==> config.mk <==
export PLATFORM = sky130hd
export DESIGN_NAME = fan_speed_slew_limited_smoother_flat
export DESIGN_NICKNAME = d
export VERILOG_FILES = /design/src/rtl/core/fssm_pkg.sv /design/src/rtl/core/fssm_if.sv /design/src/rtl/core/fan_speed_slew_limited_smoother.sv /design/src/rtl/core/fssm_step.sv /design/src/flat_wrapper.sv
export SDC_FILE = /design/constraint.sdc
export NUM_CORES = 1
export LEC_CHECK = 0
export ABC_AREA = 1
export BUFFER_PORTS_ARGS = -buffer_cell sky130_fd_sc_hd__buf_4
export CORE_ASPECT_RATIO = 0.75
export CORE_MARGIN = 4
export CORE_UTILIZATION = 60
export CTS_CLUSTER_DIAMETER = 30
export DETAILED_ROUTE_END_ITERATION = 7
export GPL_ROUTABILITY_DRIVEN = 0
export PLACE_DENSITY = 0.74
export SYNTH_ARGS = -nofsm -noshare
export SYNTH_HDL_FRONTEND = slang
export SYNTH_SLANG_ARGS = --single-unit
==> constraint.sdc <==
create_clock -name clock -period 16.3 [get_ports clock]
set_clock_uncertainty 0.1 [all_clocks]
set_input_delay 3.26 -clock clock [delete_from_list [all_inputs] [get_ports clock]]
set_output_delay 3.26 -clock clock [all_outputs]
set_load 0.03 [all_outputs]
==> src/rtl/core/fssm_pkg.sv <==
// Package for the fan speed smoother: opcodes, register indexes, config
// struct and fixed arithmetic constants. No dependencies.

package fssm_pkg;

   // Item operations
   typedef enum logic [1:0] {
      OP_UPDATE = 2'd0,
      OP_SEED   = 2'd1,
      OP_READ   = 2'd2
   } opcode_type;

   // Register indexes on the csr channel
   typedef enum logic [1:0] {
      CSR_ALPHA           = 2'd0,
      CSR_STEP_LIMIT      = 2'd1,
      CSR_ZERO_FLOOR      = 2'd2,
      CSR_ACTIVE_CHANNELS = 2'd3
   } csr_index_type;

   // Filter settings handed to the step datapath
   typedef struct packed {
      logic [10:0] alpha;
      logic [15:0] slew_max;
      logic [15:0] zero_floor;
   } cfg_type;

   localparam logic [15:0] SCALE_LIMIT  = 16'd255;
   localparam logic [15:0] SCALE_FACTOR = 16'd100;
   localparam int          GAIN_SHIFT   = 10;
   localparam logic [15:0] RPM_MAX      = 16'hFFFF;

   // Register reset values
   localparam logic [10:0] ALPHA_RST      = 11'd20;
   localparam logic [15:0] STEP_LIMIT_RST = 16'd10;
   localparam logic [15:0] ZERO_FLOOR_RST = 16'd50;
   localparam logic [1:0]  ACTIVE_CH_RST  = 2'd2;

endpackage

==> src/rtl/core/fssm_if.sv <==
// Channel interfaces for the fan speed smoother: request, response and
// register write. No dependencies.

interface fssm_req_if;
   logic        valid;
   logic        ready;
   logic [1:0]  opcode;
   logic        channel;
   logic [15:0] raw_reading;

   modport source (output valid, opcode, channel, raw_reading, input ready);
   modport sink   (input valid, opcode, channel, raw_reading, output ready);
endinterface

interface fssm_rsp_if;
   logic        valid;
   logic        ready;
   logic        channel_echo;
   logic [15:0] smoothed_rpm;
   logic        bad_channel;

   modport source (output valid, channel_echo, smoothed_rpm, bad_channel, input ready);
   modport sink   (input valid, channel_echo, smoothed_rpm, bad_channel, output ready);
endinterface

interface fssm_csr_if;
   logic        valid;
   logic        ready;
   logic [1:0]  index;
   logic [15:0] wdata;

   modport source (output valid, index, wdata, input ready);
   modport sink   (input valid, index, wdata, output ready);
endinterface

==> src/rtl/core/fan_speed_slew_limited_smoother.sv <==
// Fan speed smoother top level: input register, step datapath, per-channel
// speed registers and output register. Depends on fssm_pkg, fssm_if, fssm_step.
// A request is held in the input register, then its result in the output register;
// a full output register that is not draining keeps the request in the input register.
// Throughput: one item per cycle; the input register refills while the output
// register drains, so the only stall is a response side not taking results.
// Reset clears all speeds to 0 and loads register defaults.

module fan_speed_slew_limited_smoother
   import fssm_pkg::*;
#(
   parameter int CHANNELS = 2
)
(
   input  logic        clock,
   input  logic        reset,
   fssm_req_if.sink    req_chan,
   fssm_rsp_if.source  rsp_chan,
   fssm_csr_if.sink    csr_chan
);

   localparam int IDX_W = (CHANNELS > 1) ? $clog2(CHANNELS) : 1;
   localparam int CNT_W = $clog2(CHANNELS + 1);

   cfg_type     cfg_ff;
   logic [1:0]  active_ff;

   logic        in_valid_ff;
   logic [1:0]  in_op_ff;
   logic        in_chan_ff;
   logic [15:0] in_raw_ff;

   logic        rsp_valid_ff;
   logic        rsp_chan_ff;
   logic [15:0] rsp_rpm_ff;
   logic        rsp_bad_ff;

   logic [15:0] speed_ff [CHANNELS];

   logic             advance;
   logic             bad;
   logic [IDX_W-1:0] in_idx;
   logic [15:0]      cur_speed;
   logic [15:0]      speed_in;

   // Register writes are always taken
   assign csr_chan.ready = 1'b1;

   always_ff @(posedge clock) begin
      if (reset) begin
         cfg_ff.alpha      <= ALPHA_RST;
         cfg_ff.slew_max   <= STEP_LIMIT_RST;
         cfg_ff.zero_floor <= ZERO_FLOOR_RST;
         active_ff         <= ACTIVE_CH_RST;
      end else if (csr_chan.valid) begin
         case (csr_index_type'(csr_chan.index))
            CSR_ALPHA:           cfg_ff.alpha      <= csr_chan.wdata[10:0];
            CSR_STEP_LIMIT:      cfg_ff.slew_max   <= csr_chan.wdata;
            CSR_ZERO_FLOOR:      cfg_ff.zero_floor <= csr_chan.wdata;
            CSR_ACTIVE_CHANNELS: active_ff         <= csr_chan.wdata[1:0];
            default:             active_ff         <= active_ff;
         endcase
      end
   end

   // Advance the input stage when the output register is free or draining
   assign advance        = in_valid_ff && (!rsp_valid_ff || rsp_chan.ready);
   assign req_chan.ready = !in_valid_ff || advance;

   always_ff @(posedge clock) begin
      if (reset) begin
         in_valid_ff <= 1'b0;
      end else if (req_chan.valid && req_chan.ready) begin
         in_valid_ff <= 1'b1;
      end else if (advance) begin
         in_valid_ff <= 1'b0;
      end
   end

   // Hold the request payload
   always_ff @(posedge clock) begin
      if (req_chan.valid && req_chan.ready) begin
         in_op_ff   <= req_chan.opcode;
         in_chan_ff <= req_chan.channel;
         in_raw_ff  <= req_chan.raw_reading;
      end
   end

   // Reject channels beyond the active count or the built channel count
   assign bad = ({1'b0, in_chan_ff} >= active_ff) ||
                (CNT_W'(in_chan_ff) >= CNT_W'(CHANNELS));
   assign in_idx    = IDX_W'(in_chan_ff);
   assign cur_speed = speed_ff[in_idx];

   fssm_step u_step (
      .cfg         (cfg_ff),
      .opcode      (opcode_type'(in_op_ff)),
      .raw_reading (in_raw_ff),
      .cur_speed   (cur_speed),
      .next_speed  (speed_in)
   );

   // Write back the channel speed on a good transfer
   always_ff @(posedge clock) begin
      if (reset) begin
         for (int i = 0; i < CHANNELS; i++) begin
            speed_ff[i] <= 16'd0;
         end
      end else if (advance && !bad) begin
         speed_ff[in_idx] <= speed_in;
      end
   end

   // Output register
   always_ff @(posedge clock) begin
      if (reset) begin
         rsp_valid_ff <= 1'b0;
      end else if (advance) begin
         rsp_valid_ff <= 1'b1;
      end else if (rsp_chan.ready) begin
         rsp_valid_ff <= 1'b0;
      end
   end

   always_ff @(posedge clock) begin
      if (advance) begin
         rsp_chan_ff <= in_chan_ff;
         rsp_rpm_ff  <= bad ? 16'd0 : speed_in;
         rsp_bad_ff  <= bad;
      end
   end

   assign rsp_chan.valid        = rsp_valid_ff;
   assign rsp_chan.channel_echo = rsp_chan_ff;
   assign rsp_chan.smoothed_rpm = rsp_rpm_ff;
   assign rsp_chan.bad_channel  = rsp_bad_ff;

   // The input side never waits on an empty output register
   a_ready_when_empty: assert property (@(posedge clock) disable iff (reset)
      !rsp_valid_ff |-> req_chan.ready)
      else $error("request stalled with empty output register");

   // A good result matches the stored channel speed
   a_result_written: assert property (@(posedge clock) disable iff (reset)
      advance && !bad |=> rsp_valid_ff && (speed_ff[$past(in_idx)] == rsp_rpm_ff))
      else $error("result differs from stored speed");

   // A rejected channel reports zero speed
   a_bad_zero: assert property (@(posedge clock) disable iff (reset)
      rsp_valid_ff && rsp_bad_ff |-> rsp_rpm_ff == 16'd0)
      else $error("rejected channel reports nonzero speed");

endmodule

==> src/rtl/core/fssm_step.sv <==
// Combinational step datapath: scales a raw reading, applies the slew
// limited smoothing step, seed or hold. Depends on fssm_pkg.

module fssm_step
   import fssm_pkg::*;
(
   input  cfg_type     cfg,
   input  opcode_type  opcode,
   input  logic [15:0] raw_reading,
   input  logic [15:0] cur_speed,
   output logic [15:0] next_speed
);

   logic [15:0]        rpm;
   logic signed [16:0] delta;
   logic signed [28:0] prod;
   logic signed [18:0] step;
   logic signed [19:0] step_ext;
   logic signed [19:0] lim;
   logic signed [19:0] step_clamped;
   logic signed [20:0] sum;
   logic [15:0]        sum_sat;
   logic [15:0]        filtered;

   // Scale hundreds-of-RPM readings, pass the rest through
   always_comb begin
      if (raw_reading >= 16'd1 && raw_reading <= SCALE_LIMIT) begin
         rpm = 16'({8'd0, raw_reading[7:0]} * SCALE_FACTOR);
      end else begin
         rpm = raw_reading;
      end
   end

   // Gain the difference; the upper product bits give floor(prod / 1024)
   assign delta    = $signed({1'b0, rpm}) - $signed({1'b0, cur_speed});
   assign prod     = delta * $signed({1'b0, cfg.alpha});
   assign step     = $signed(prod[28:GAIN_SHIFT]);
   assign step_ext = {step[18], step};
   assign lim      = $signed({4'd0, cfg.slew_max});

   // Clamp the step to the slew limit
   always_comb begin
      if (step_ext > lim) begin
         step_clamped = lim;
      end else if (step_ext < -lim) begin
         step_clamped = -lim;
      end else begin
         step_clamped = step_ext;
      end
   end

   // Add, saturate to the 16-bit range, then drop speeds under the floor
   assign sum = $signed({5'd0, cur_speed}) + $signed({step_clamped[19], step_clamped});

   always_comb begin
      if (sum < 0) begin
         sum_sat = 16'd0;
      end else if (sum > $signed({5'd0, RPM_MAX})) begin
         sum_sat = RPM_MAX;
      end else begin
         sum_sat = sum[15:0];
      end
      filtered = (sum_sat < cfg.zero_floor) ? 16'd0 : sum_sat;
   end

   // Select by operation
   always_comb begin
      case (opcode)
         OP_UPDATE: next_speed = filtered;
         OP_SEED:   next_speed = rpm;
         default:   next_speed = cur_speed;
      endcase
   end

endmodule

==> src/flat_wrapper.sv <==
// flat-port wrapper written by rule: the top's interface ports become plain ports
module fan_speed_slew_limited_smoother_flat import fssm_pkg::*;
#(
   parameter int CHANNELS = 2
)
  (clock, reset, req_chan_valid, req_chan_opcode, req_chan_channel, req_chan_raw_reading, req_chan_ready, rsp_chan_valid, rsp_chan_channel_echo, rsp_chan_smoothed_rpm, rsp_chan_bad_channel, rsp_chan_ready, csr_chan_valid, csr_chan_index, csr_chan_wdata, csr_chan_ready);
  fssm_req_if req_chan_i ();
  fssm_rsp_if rsp_chan_i ();
  fssm_csr_if csr_chan_i ();
  input  logic clock;
  input  logic reset;
  input wire logic [$bits(req_chan_i.valid)-1:0] req_chan_valid;
  input wire logic [$bits(req_chan_i.opcode)-1:0] req_chan_opcode;
  input wire logic [$bits(req_chan_i.channel)-1:0] req_chan_channel;
  input wire logic [$bits(req_chan_i.raw_reading)-1:0] req_chan_raw_reading;
  output wire logic [$bits(req_chan_i.ready)-1:0] req_chan_ready;
  output wire logic [$bits(rsp_chan_i.valid)-1:0] rsp_chan_valid;
  output wire logic [$bits(rsp_chan_i.channel_echo)-1:0] rsp_chan_channel_echo;
  output wire logic [$bits(rsp_chan_i.smoothed_rpm)-1:0] rsp_chan_smoothed_rpm;
  output wire logic [$bits(rsp_chan_i.bad_channel)-1:0] rsp_chan_bad_channel;
  input wire logic [$bits(rsp_chan_i.ready)-1:0] rsp_chan_ready;
  input wire logic [$bits(csr_chan_i.valid)-1:0] csr_chan_valid;
  input wire logic [$bits(csr_chan_i.index)-1:0] csr_chan_index;
  input wire logic [$bits(csr_chan_i.wdata)-1:0] csr_chan_wdata;
  output wire logic [$bits(csr_chan_i.ready)-1:0] csr_chan_ready;
  assign req_chan_i.valid = req_chan_valid;
  assign req_chan_i.opcode = req_chan_opcode;
  assign req_chan_i.channel = req_chan_channel;
  assign req_chan_i.raw_reading = req_chan_raw_reading;
  assign req_chan_ready = req_chan_i.ready;
  assign rsp_chan_valid = rsp_chan_i.valid;
  assign rsp_chan_channel_echo = rsp_chan_i.channel_echo;
  assign rsp_chan_smoothed_rpm = rsp_chan_i.smoothed_rpm;
  assign rsp_chan_bad_channel = rsp_chan_i.bad_channel;
  assign rsp_chan_i.ready = rsp_chan_ready;
  assign csr_chan_i.valid = csr_chan_valid;
  assign csr_chan_i.index = csr_chan_index;
  assign csr_chan_i.wdata = csr_chan_wdata;
  assign csr_chan_ready = csr_chan_i.ready;
  fan_speed_slew_limited_smoother #(.CHANNELS(CHANNELS)) u_core (.clock(clock), .reset(reset), .req_chan(req_chan_i), .rsp_chan(rsp_chan_i), .csr_chan(csr_chan_i));
endmodule
==> results.md, run 1 <==
* Outcome: completed
* First-pass GRT wire length at 71,100 um
* CP Buf/Inv Count at 15
* Slowest stage delay, CP at 550 ps
* Average wire per standard cell at 18.49 um
* Largest delay share family, worst path: simple AND/OR/NAND/NOR gates
* Max_cap viols at 0
* Slew headroom at 0.2697
* CTS Hold Buffers Added at 0
* Clock latency on the worst-skew pair at 420 ps
* CTS Buffer Depth at 2
* Crit path kind: reg2reg
* Drt pass-1 iters at 6
* CP Launch Type: flop
* Nets at 2,507
* Row count at 51
* Stages on the worst setup path at 92
* Most frequent cells in the layout: 441 x inv_1, 359 x nand2_1, 180 x a21oi_1
* Largest net degree at the start of global routing at 49
* Chip Width at 196.6 um
* Grt total ovfl at 0
* Final slew viol count at 0
* Placed cell area at 16,760 um^2
* Worst slack at placement at 112.3 ps
* Core area at 26,100 um^2
* Area Growth Syn to Fin at 10.30%
* Num Clock Sinks at 117
* GRT Total Usage at 0.3095
* Initial antenna violation count at 1
* Worst min path class: reg2reg
* HPWL Detailed at 36,280 um
* Max stage delay cell, worst path: fa_1
* #FFs+latches synth at 117
* Slew @ Worst Pin at 1092 ps
* Final WS setup at 806.3 ps
* Final Instance Area at 17,660 um^2
* CTS root buffer: clkbuf_16
* Initial DRC Count at 1,561
* Max Fclk at 0.06454 GHz
* Setup_tns at 0 ps
* Routed vias at 14,047
* Tcrit/Tclk final at 0.9505
* Hold Vio Cnt, Final at 0
* Crit path top cell by count: nand2_1
* CTS tree: done
* Post-synthesis cell area at 16,010 um^2
* Data arrival time of the worst path at 15,520 ps
* Drt drc at 0
* Proportion of layout cells with a drive suffix above 1 at 0.1208
* Hold Crit Depth at 2
* Final wirelength at 45,700 um
* Die area at 29,390 um^2
* Clk pin slew, worst setup/hold paths at 60 ps
* Port Buffers at 61
* Setup violators final at 0
* Crit path time final at 15,490 ps
* Num CTS Buffers at 17
* Detail Route Antenna Nets at 0
* Crit end category: flop
* DR vias/cell at 5.685
* Final hold slack at 369.2 ps
* Die height at 149.5 um
* CP required at 16,320 ps
* Reg2Reg Depth at 92
* Vias in the first global route at 13,496
* CP Max Fanout at 34
* Post-synthesis cell count at 2,053
* Number of diodes at 0
* Register area share after synthesis at 0.1894
* Syn Nets at 2,446
* Most common cell after layout, fill and taps aside: inv_1
* Yosys warns at 0
* IO Count at 63
* Avg Inst Size Synth at 7.799 um^2
* Yosys cell types at 51
* Initial Util at 0.6135
* Htree depth at 4
## cell usage after synthesis (all sizes together)
cell type / count / share of area
and2: 3 / 0.0012
o21a: 2 / 0.00094
inv: 461 / 0.11
edfxtp: 69 / 0.13
nand3: 48 / 0.018
clkbuf: 40 / 0.0094
o31ai: 3 / 0.0014
a31o: 1 / 0.00055
a32o: 1 / 0.00063
o21ai: 123 / 0.039
conb: 1 / 0.00023
nor4: 2 / 0.00078
buf: 7 / 0.0041
clkinv: 9 / 0.0021
xnor2: 23 / 0.013
nor3: 13 / 0.0053
a21boi: 1 / 0.00047
o22ai: 1 / 0.00039
or2: 26 / 0.010
a211oi: 9 / 0.0042
o311ai: 1 / 0.00055
xor2: 31 / 0.017
fa: 174 / 0.22
and3: 1 / 0.00039
a21oi: 187 / 0.059
o211ai: 9 / 0.0042
a22oi: 4 / 0.0019
ha: 177 / 0.14
a21o: 3 / 0.0014
a31oi: 1 / 0.00039
nand4: 16 / 0.0066
dfxtp: 48 / 0.060
o21bai: 6 / 0.0028
nand2: 392 / 0.10
nor2: 159 / 0.040
a221oi: 1 / 0.00055
## registers in the layout, summed over array words and instances (netlist names), named ones only
register	cells
u_core.speed_ff	32
u_core.in_raw_ff	16
u_core.in_valid_ff	1
u_core.rsp_chan.smoothed_rpm	16
u_core.in_op_ff	2
u_core.rsp_chan.bad_channel	1
u_core.cfg_ff	43
u_core.in_chan_ff	1
u_core.active_ff	2
u_core.rsp_chan.channel_echo	1
u_core.rsp_chan.valid	1
## worst paths after layout
kind / start / endpoint / slack (ps)
worst max-delay path: u_core.in_raw_ff[0]$_DFFE_PP_ / u_core.rsp_chan.smoothed_rpm[4]$_SDFFCE_PP0P_ / 810
worst min-delay path: u_core.cfg_ff[3]$_SDFFE_PP0P_ / u_core.cfg_ff[3]$_SDFFE_PP0P_ / 370
worst max register to register: u_core.in_raw_ff[0]$_DFFE_PP_ / u_core.rsp_chan.smoothed_rpm[4]$_SDFFCE_PP0P_ / 810
worst min register to register: u_core.cfg_ff[3]$_SDFFE_PP0P_ / u_core.cfg_ff[3]$_SDFFE_PP0P_ / 370
## stage by stage
stage / utilization / std cells
global route: 0.6767 / 2471
finish: 0.6767 / 2471
detailed placement: 0.6421 / 2420
floorplan: - / 2053
CTS: 0.6641 / 2452
global placement: 0.6421 / 2420
## what timing repair did
| item | CTS | global route |
|---|---|---|
| gates resized for setup | 3 | 46 |
| buffers inserted | 0 | 19 |
| endpoints found under the hold margin | 0 | 0 |
| pin swaps | 0 | 9 |
| setup endpoints to repair | 43 | 48 |
## worst min-delay path, cell delays in order, from the launching register on
cell and delay [ps]:
dfxtp_1 290, inv_1 70, a21oi_1 60
## routing by layer
metal  wire [um]  vias up  part of all wire  GRT usage
li1            -     6537                 -          -
met4        1421        2             0.031    0.08697
met2       19380      728              0.42     0.4557
met1       19600     6668              0.43     0.4537
met5           7        -           0.00015          0
met3        5294      112              0.12    0.08215
## logic make-up (layout without fill, tap and decap cells)
kind of cell | Yosys count | after routing | synth area share
flip-flops | 117 | 117 | 0.1894
adder cells (fa/ha/maj) | 351 | 351 | 0.3559
buffers and inverters | 517 | 591 | 0.1237
AND/OR/NAND/NOR | 660 | 660 | 0.1835
other | 1 | 1 | 0.0002342
AO/OA/AOI/OAI | 353 | 353 | 0.1178
XOR/XNOR | 54 | 54 | 0.02954
## final cells by class
class	instances	area (um^2)
multi-input cells	1419	11180
fillers	2176	8438
flip-flops and latches	117	3033
inverters	470	1772
repair buffers	89	680.7
clock buffers	19	475.5
well taps	344	430.4
clock inverters	13	92.59
Power of run 1 is not shown: default switching activity piles up to over one toggle a cycle in this logic, so the estimate is an artifact.
==> run 2: changes to the inputs <==
Settings changed: ABC_AREA 1 to unset.
==> run 2 against run 1 <==
Effect of this change: the flow now finishes with violations (design-rule violations); utilization up 5.2 points; register-to-register slack worse by 480 ps; die area up 6.1%; via count up 13%.
==> results.md, run 2 <==
* Area Growth Syn to Fin at 19.80%
* Die area at 31,170 um^2
* Reg2Reg Depth at 71
* Routed vias at 15,911
* Reg with most FFs: u_core.cfg_ff
* Most frequent cell after synthesis: inv_1
* GRT Total Usage at 0.3356
* Most frequent cells in the layout: 319 x inv_1, 248 x nand2_1, 240 x buf_4
* Placed cell area at 18,650 um^2
* Crit path kind: reg2reg
* CTS root buffer: clkbuf_16
* Top cells by area, synth: fa_1 20%, ha_1 13%, edfxtp_1 12%, inv_1 7.2%, dfxtp_1 5.6%
* Largest registers: u_core.cfg_ff: 43 flops, u_core.speed_ff: 32 flops
* Hold Crit Depth at 2
* Crit path top cell by count: a21o_1
* CP Max Fanout at 17
* HPWL Detailed at 40,640 um
* Final Instance Area at 20,400 um^2
* Slew @ Worst Pin at 1339 ps
* Setup violators final at 0
* Grt total ovfl at 0
* Vias in the first global route at 15,431
* Clk pin slew, worst setup/hold paths at 60 ps
* Port Buffers at 61
* Clock latency on the worst-skew pair at 440 ps
* Initial DRC Count at 1,678
* Max_cap viols at 0
* Setup_tns at 0 ps
* First-pass GRT wire length at 82,730 um
* Final slew viol count at 0
* Initial antenna violation count at 0
* Async S/R FF share, synth at 0
* Syn Nets at 2,435
* Leading area contributor after synthesis: fa_1
* Register area at 3033 um^2
* Slew headroom at 0.1076
* Slowest stage delay, CP at 550 ps
* EDFF count, synth at 69
* Crit end category: flop
* Outcome: finished, violations left
* Nets at 2,599
* Chip Width at 202.5 um
* Num Clock Sinks at 117
* Htree depth at 4
* Post-synthesis cell count at 2,042
* Post-synthesis cell area at 17,030 um^2
* Crit path time final at 15,970 ps
* Final wirelength at 54,180 um
* CTS Hold Buffers Added at 0
* Max stage delay cell, worst path: fa_1
* Yosys cell types at 82
* Num CTS Buffers at 17
* Worst min path class: reg2reg
* Post-synth top cells: 327 x inv_1, 252 x nand2_1, 177 x ha_1
* Core area at 27,980 um^2
* Avg Inst Size Synth at 8.341 um^2
* Failing checks: design-rule violations
* CTS tree: done
* IO Count at 63
* #FFs+latches synth at 117
* Drt drc at 3
* Area of the multi-input gates at 13,150 um^2
* Tcrit/Tclk final at 0.9798
* # fillers at 2,095
* Average wire per standard cell at 20.81 um
* CTS Buffer Depth at 2
* Final Util at 0.7291
* Register area share after synthesis at 0.1781
* CP Launch Type: flop
* Hold Vio Cnt, Final at 0
* Die height at 153.9 um
* Proportion of layout cells with a drive suffix above 1 at 0.2132
* Detail Route Antenna Nets at 0
* Row count at 53
* Synth top area share at 0.2045
* Max reg flops at 43
* Main synth FF type: edfxtp_1
* Data arrival time of the worst path at 16,030 ps
* Drt pass-1 iters at 8
* Yosys warns at 0
* Max Fclk at 0.06262 GHz
* CP required at 16,360 ps
* Number of diodes at 0
* Most common cell after layout, fill and taps aside: inv_1
* DR vias/cell at 6.110
* Largest net degree at the start of global routing at 51
* Initial Util at 0.6086
[run 2: per-layer routing]
layer	vias up	wire length [um]	global-route usage
li1	7118	-	-
met1	7632	22450	0.4741
met2	988	22980	0.4922
met3	173	7183	0.1202
met4	0	1573	0.09208
met5	-	0	0
[run 2: area by class of cell]
type | instances | share of cell area
tap | 385 | 0.02361
sequential | 117 | 0.1486
timing repair buffer | 250 | 0.09658
clock buffer | 18 | 0.02103
multi-input combinational | 1493 | 0.6446
clock inverter | 14 | 0.004967
inverter | 327 | 0.06053
[run 2: through the flow]
| step | instances | worst slack, ps | hold slack (ps) |
|---|---|---|---|
| floorplan | 2042 | 51.26 | 336.3 |
| global placement | 2525 | -6.500 | 343.4 |
| detailed placement | 2525 | -448.9 | 347.5 |
| CTS | 2563 | 12.89 | 355.3 |
| global route | 2604 | -305.0 | 380.5 |
| finish | 2604 | 329.7 | 356.7 |
[run 2: logic make-up after synthesis]
family | count (synthesis) | share of synthesized area
DFF | 117 | 0.1781
other | 1 | 0.0002202
adders and majority gates | 351 | 0.3346
AOI/OAI and AO/OA | 399 | 0.1615
xor gates and xnor gates | 58 | 0.02983
muxes | 30 | 0.01866
buffers and inverters | 436 | 0.09881
and+or+nand+nor | 650 | 0.1783
[run 2: path summary, 6_finish.rpt]
kind	startpoint	to	slack (ps)
worst min-delay path	u_core.cfg_ff[14]$_SDFFE_PP0P_	u_core.cfg_ff[14]$_SDFFE_PP0P_	360
worst max-delay path	u_core.in_raw_ff[3]$_DFFE_PP_	u_core.speed_ff[1][0]$_SDFFCE_PN0P_	330
worst min register to register	u_core.cfg_ff[14]$_SDFFE_PP0P_	u_core.cfg_ff[14]$_SDFFE_PP0P_	360
worst max register to register	u_core.in_raw_ff[3]$_DFFE_PP_	u_core.speed_ff[1][0]$_SDFFCE_PN0P_	330
[run 2: timing repair]
item                                    CTS  global route
setup buffers                             5            37
pin swaps                                 8            97
gates resized for setup                  27           164
cloned                                    1             4
endpoints found under the setup margin   48            48
[run 2: critical path, delay by kind of cell (launching register included)]
kind	cells	cell delay, ps
AO/OA/AOI/OAI	31	6080
adder cells (fa/ha/maj)	14	5680
buffers and inverters	15	1620
flip-flops	1	430
XOR/XNOR	2	380
multiplexers	1	230
AND/OR/NAND/NOR	8	1140
Power of run 2 is left out for the same reason.
==> run 3: changes to the inputs <==
Settings changed: GPL_TIMING_DRIVEN set to 0.
==> run 3 against run 2 <==
Effect of this change: the flow finishes with violations (design-rule violations, negative setup slack); critical path depth up 9; routed wire length up 6.0%; first-iteration DRC count up 37%; non-clock buffer count up 8; worst hold slack about the same; utilization up 1.7 points; setup slack worse by 680 ps; clock-buffer cell count up 8; via count up 3.6%; critical path type unchanged; critical endpoint is now u_core.speed_ff[1][10]$_SDFFCE_PN0P_; largest cell class unchanged.
==> results.md, run 3 (synthesis results as in run 2) <==
* Chip Width at 202.5 um
* Initial Util at 0.6086
* Die area at 31,170 um^2
* Routed vias at 16,476
* Setup violators final at 48
* Reg2Reg Depth at 80
* Setup_tns at -13,520 ps
* Slowest stage delay, CP at 550 ps
* Worst slack at placement at -3890 ps
* Num CTS Buffers at 17
* Final wirelength at 57,450 um
* Max reg flops at 43
* Average wire per standard cell at 22.01 um
* RSZ-0062 raised after global routing: true
* FF-to-FF setup slack at -350 ps
* Worst min path class: reg2reg
* First-pass GRT wire length at 84,080 um
* Slew @ Worst Pin at 1181 ps
* Vias in the first global route at 15,721
* # fillers at 1,978
* CP Max Fanout at 8
* Clock latency on the worst-skew pair at 450 ps
* Most common cell after layout, fill and taps aside: inv_1
* DRT met1 WL at 22,520 um
* Met3 routed WL at 7634 um
* Reg with most FFs: u_core.cfg_ff
* Crit path time final at 16,650 ps
* Max layer used: met5
* CTS tree: done
* DR vias/cell at 6.313
* Max stage delay cell, worst path: fa_1
* Final slew viol count at 0
* Largest net degree at the start of global routing at 22
* Largest delay share family, worst path: compound AO/OA/AOI/OAI gates
* Area Growth Syn to Fin at 22.58%
* Outcome: finished, violations left
* Proportion of layout cells with a drive suffix above 1 at 0.2069
* Crit end category: flop
* HPWL Detailed at 41,400 um
* Crit Reg-Reg Endpoint: u_core.speed_ff[1][10]$_SDFFCE_PN0P_
* Largest registers: u_core.cfg_ff: 43 flops, u_core.speed_ff: 32 flops
* Num Clock Sinks at 117
* Most frequent cells in the layout: 317 x inv_1, 246 x nand2_1, 168 x fa_1
* Initial antenna violation count at 2
* Stages on the worst setup path at 80
* CP Buf/Inv Count at 13
* IO Count at 63
* FF-to-FF Start: u_core.in_raw_ff[4]$_DFFE_PP_
* CP required at 16,370 ps
* Grt total ovfl at 0
* Initial DRC Count at 2,299
* CTS root buffer: clkbuf_16
* Final Util at 0.7460
* Slew headroom at 0.2126
* CP Launch Type: flop
* Htree depth at 4
* Nets at 2,603
* Data arrival time of the worst path at 16,720 ps
* Row count at 53
* Hold Crit Start: u_core.cfg_ff[9]$_SDFFE_PP0P_
* Hold Vio Cnt, Final at 0
* Detail Route Antenna Nets at 0
* Core area at 27,980 um^2
* CTS Hold Buffers Added at 0
* Drt drc at 23
* Hold Crit Depth at 2
* WHS Endpoint: u_core.cfg_ff[9]$_SDFFE_PP0P_
* Max Fclk at 0.06006 GHz
* Routed wl met2 at 24,770 um
* Drt pass-1 iters at 8
* Clk pin slew, worst setup/hold paths at 50 ps
* Final WS setup at -351.2 ps
* Tcrit/Tclk final at 1.022
* Crit path top cell by count: a21oi_2
* Max_cap viols at 0
* Port Buffers at 60
* GRT Total Usage at 0.3426
* Failing checks: design-rule violations, negative setup slack
* CTS Buffer Depth at 2
* Crit path kind: reg2reg
* Die height at 153.9 um
* Final hold slack at 356.8 ps
==> run 3: worst register-to-register path: cells and delay by family (launching register included) <==
| family | cells | cell delay (ps) |
|---|---|---|
| AOI/OAI and AO/OA | 38 | 7040 |
| adders and majority gates | 12 | 4440 |
| and+or+nand+nor | 16 | 2360 |
| buffers and inverters | 13 | 1840 |
| DFF | 1 | 490 |
| xor gates and xnor gates | 1 | 110 |
==> run 3: what timing repair did <==
action	in CTS	in global routing
setup endpoints to repair	48	48
pin swaps	54	133
resized for setup	174	194
buffers inserted	51	48
gates cloned	0	3
==> run 3: final cells by class <==
type	instances	area (um^2)	area share
multi-input combinational	1489	13640	0.6532
clock buffer	26	521.8	0.02499
clock inverter	6	87.58	0.004195
antenna	2	5.005	0.0002397
inverter	327	1232	0.05903
timing repair buffer	162	1303	0.06239
tap	385	481.7	0.02307
sequential	117	3033	0.1453
buffer	96	576.8	0.02763
==> run 3: through the flow <==
step,std cells,cell area [um^2]
2_1_floorplan,2042,17040
3_3_place_gp,2487,17970
3_5_place_dp,2487,17970
4_1_cts,2557,19620
5_1_grt,2609,20880
6_report,2610,20880
==> run 3: layer usage <==
metal,up-vias,GRT usage
met1,7924,0.4806
met5,-,0.04503
met4,6,0.09370
met3,284,0.1157
met2,1136,0.5069
li1,7126,-
==> run 3: how the worst max path moves through the flow <==
stage,from,to
floorplan,u_core.in_raw_ff[2]$_DFFE_PP_,u_core.speed_ff[0][10]$_SDFFCE_PN0P_
finish,u_core.in_raw_ff[4]$_DFFE_PP_,u_core.speed_ff[1][10]$_SDFFCE_PN0P_
detailed placement,u_core.in_raw_ff[15]$_DFFE_PP_,u_core.rsp_chan.smoothed_rpm[13]$_SDFFCE_PP0P_
global placement,u_core.in_raw_ff[15]$_DFFE_PP_,u_core.rsp_chan.smoothed_rpm[13]$_SDFFCE_PP0P_
CTS,u_core.in_raw_ff[2]$_DFFE_PP_,u_core.rsp_chan.smoothed_rpm[5]$_SDFFCE_PP0P_
global route,u_core.in_raw_ff[6]$_DFFE_PP_,u_core.speed_ff[1][7]$_SDFFCE_PN0P_
Power of run 3 is left out for the same reason.
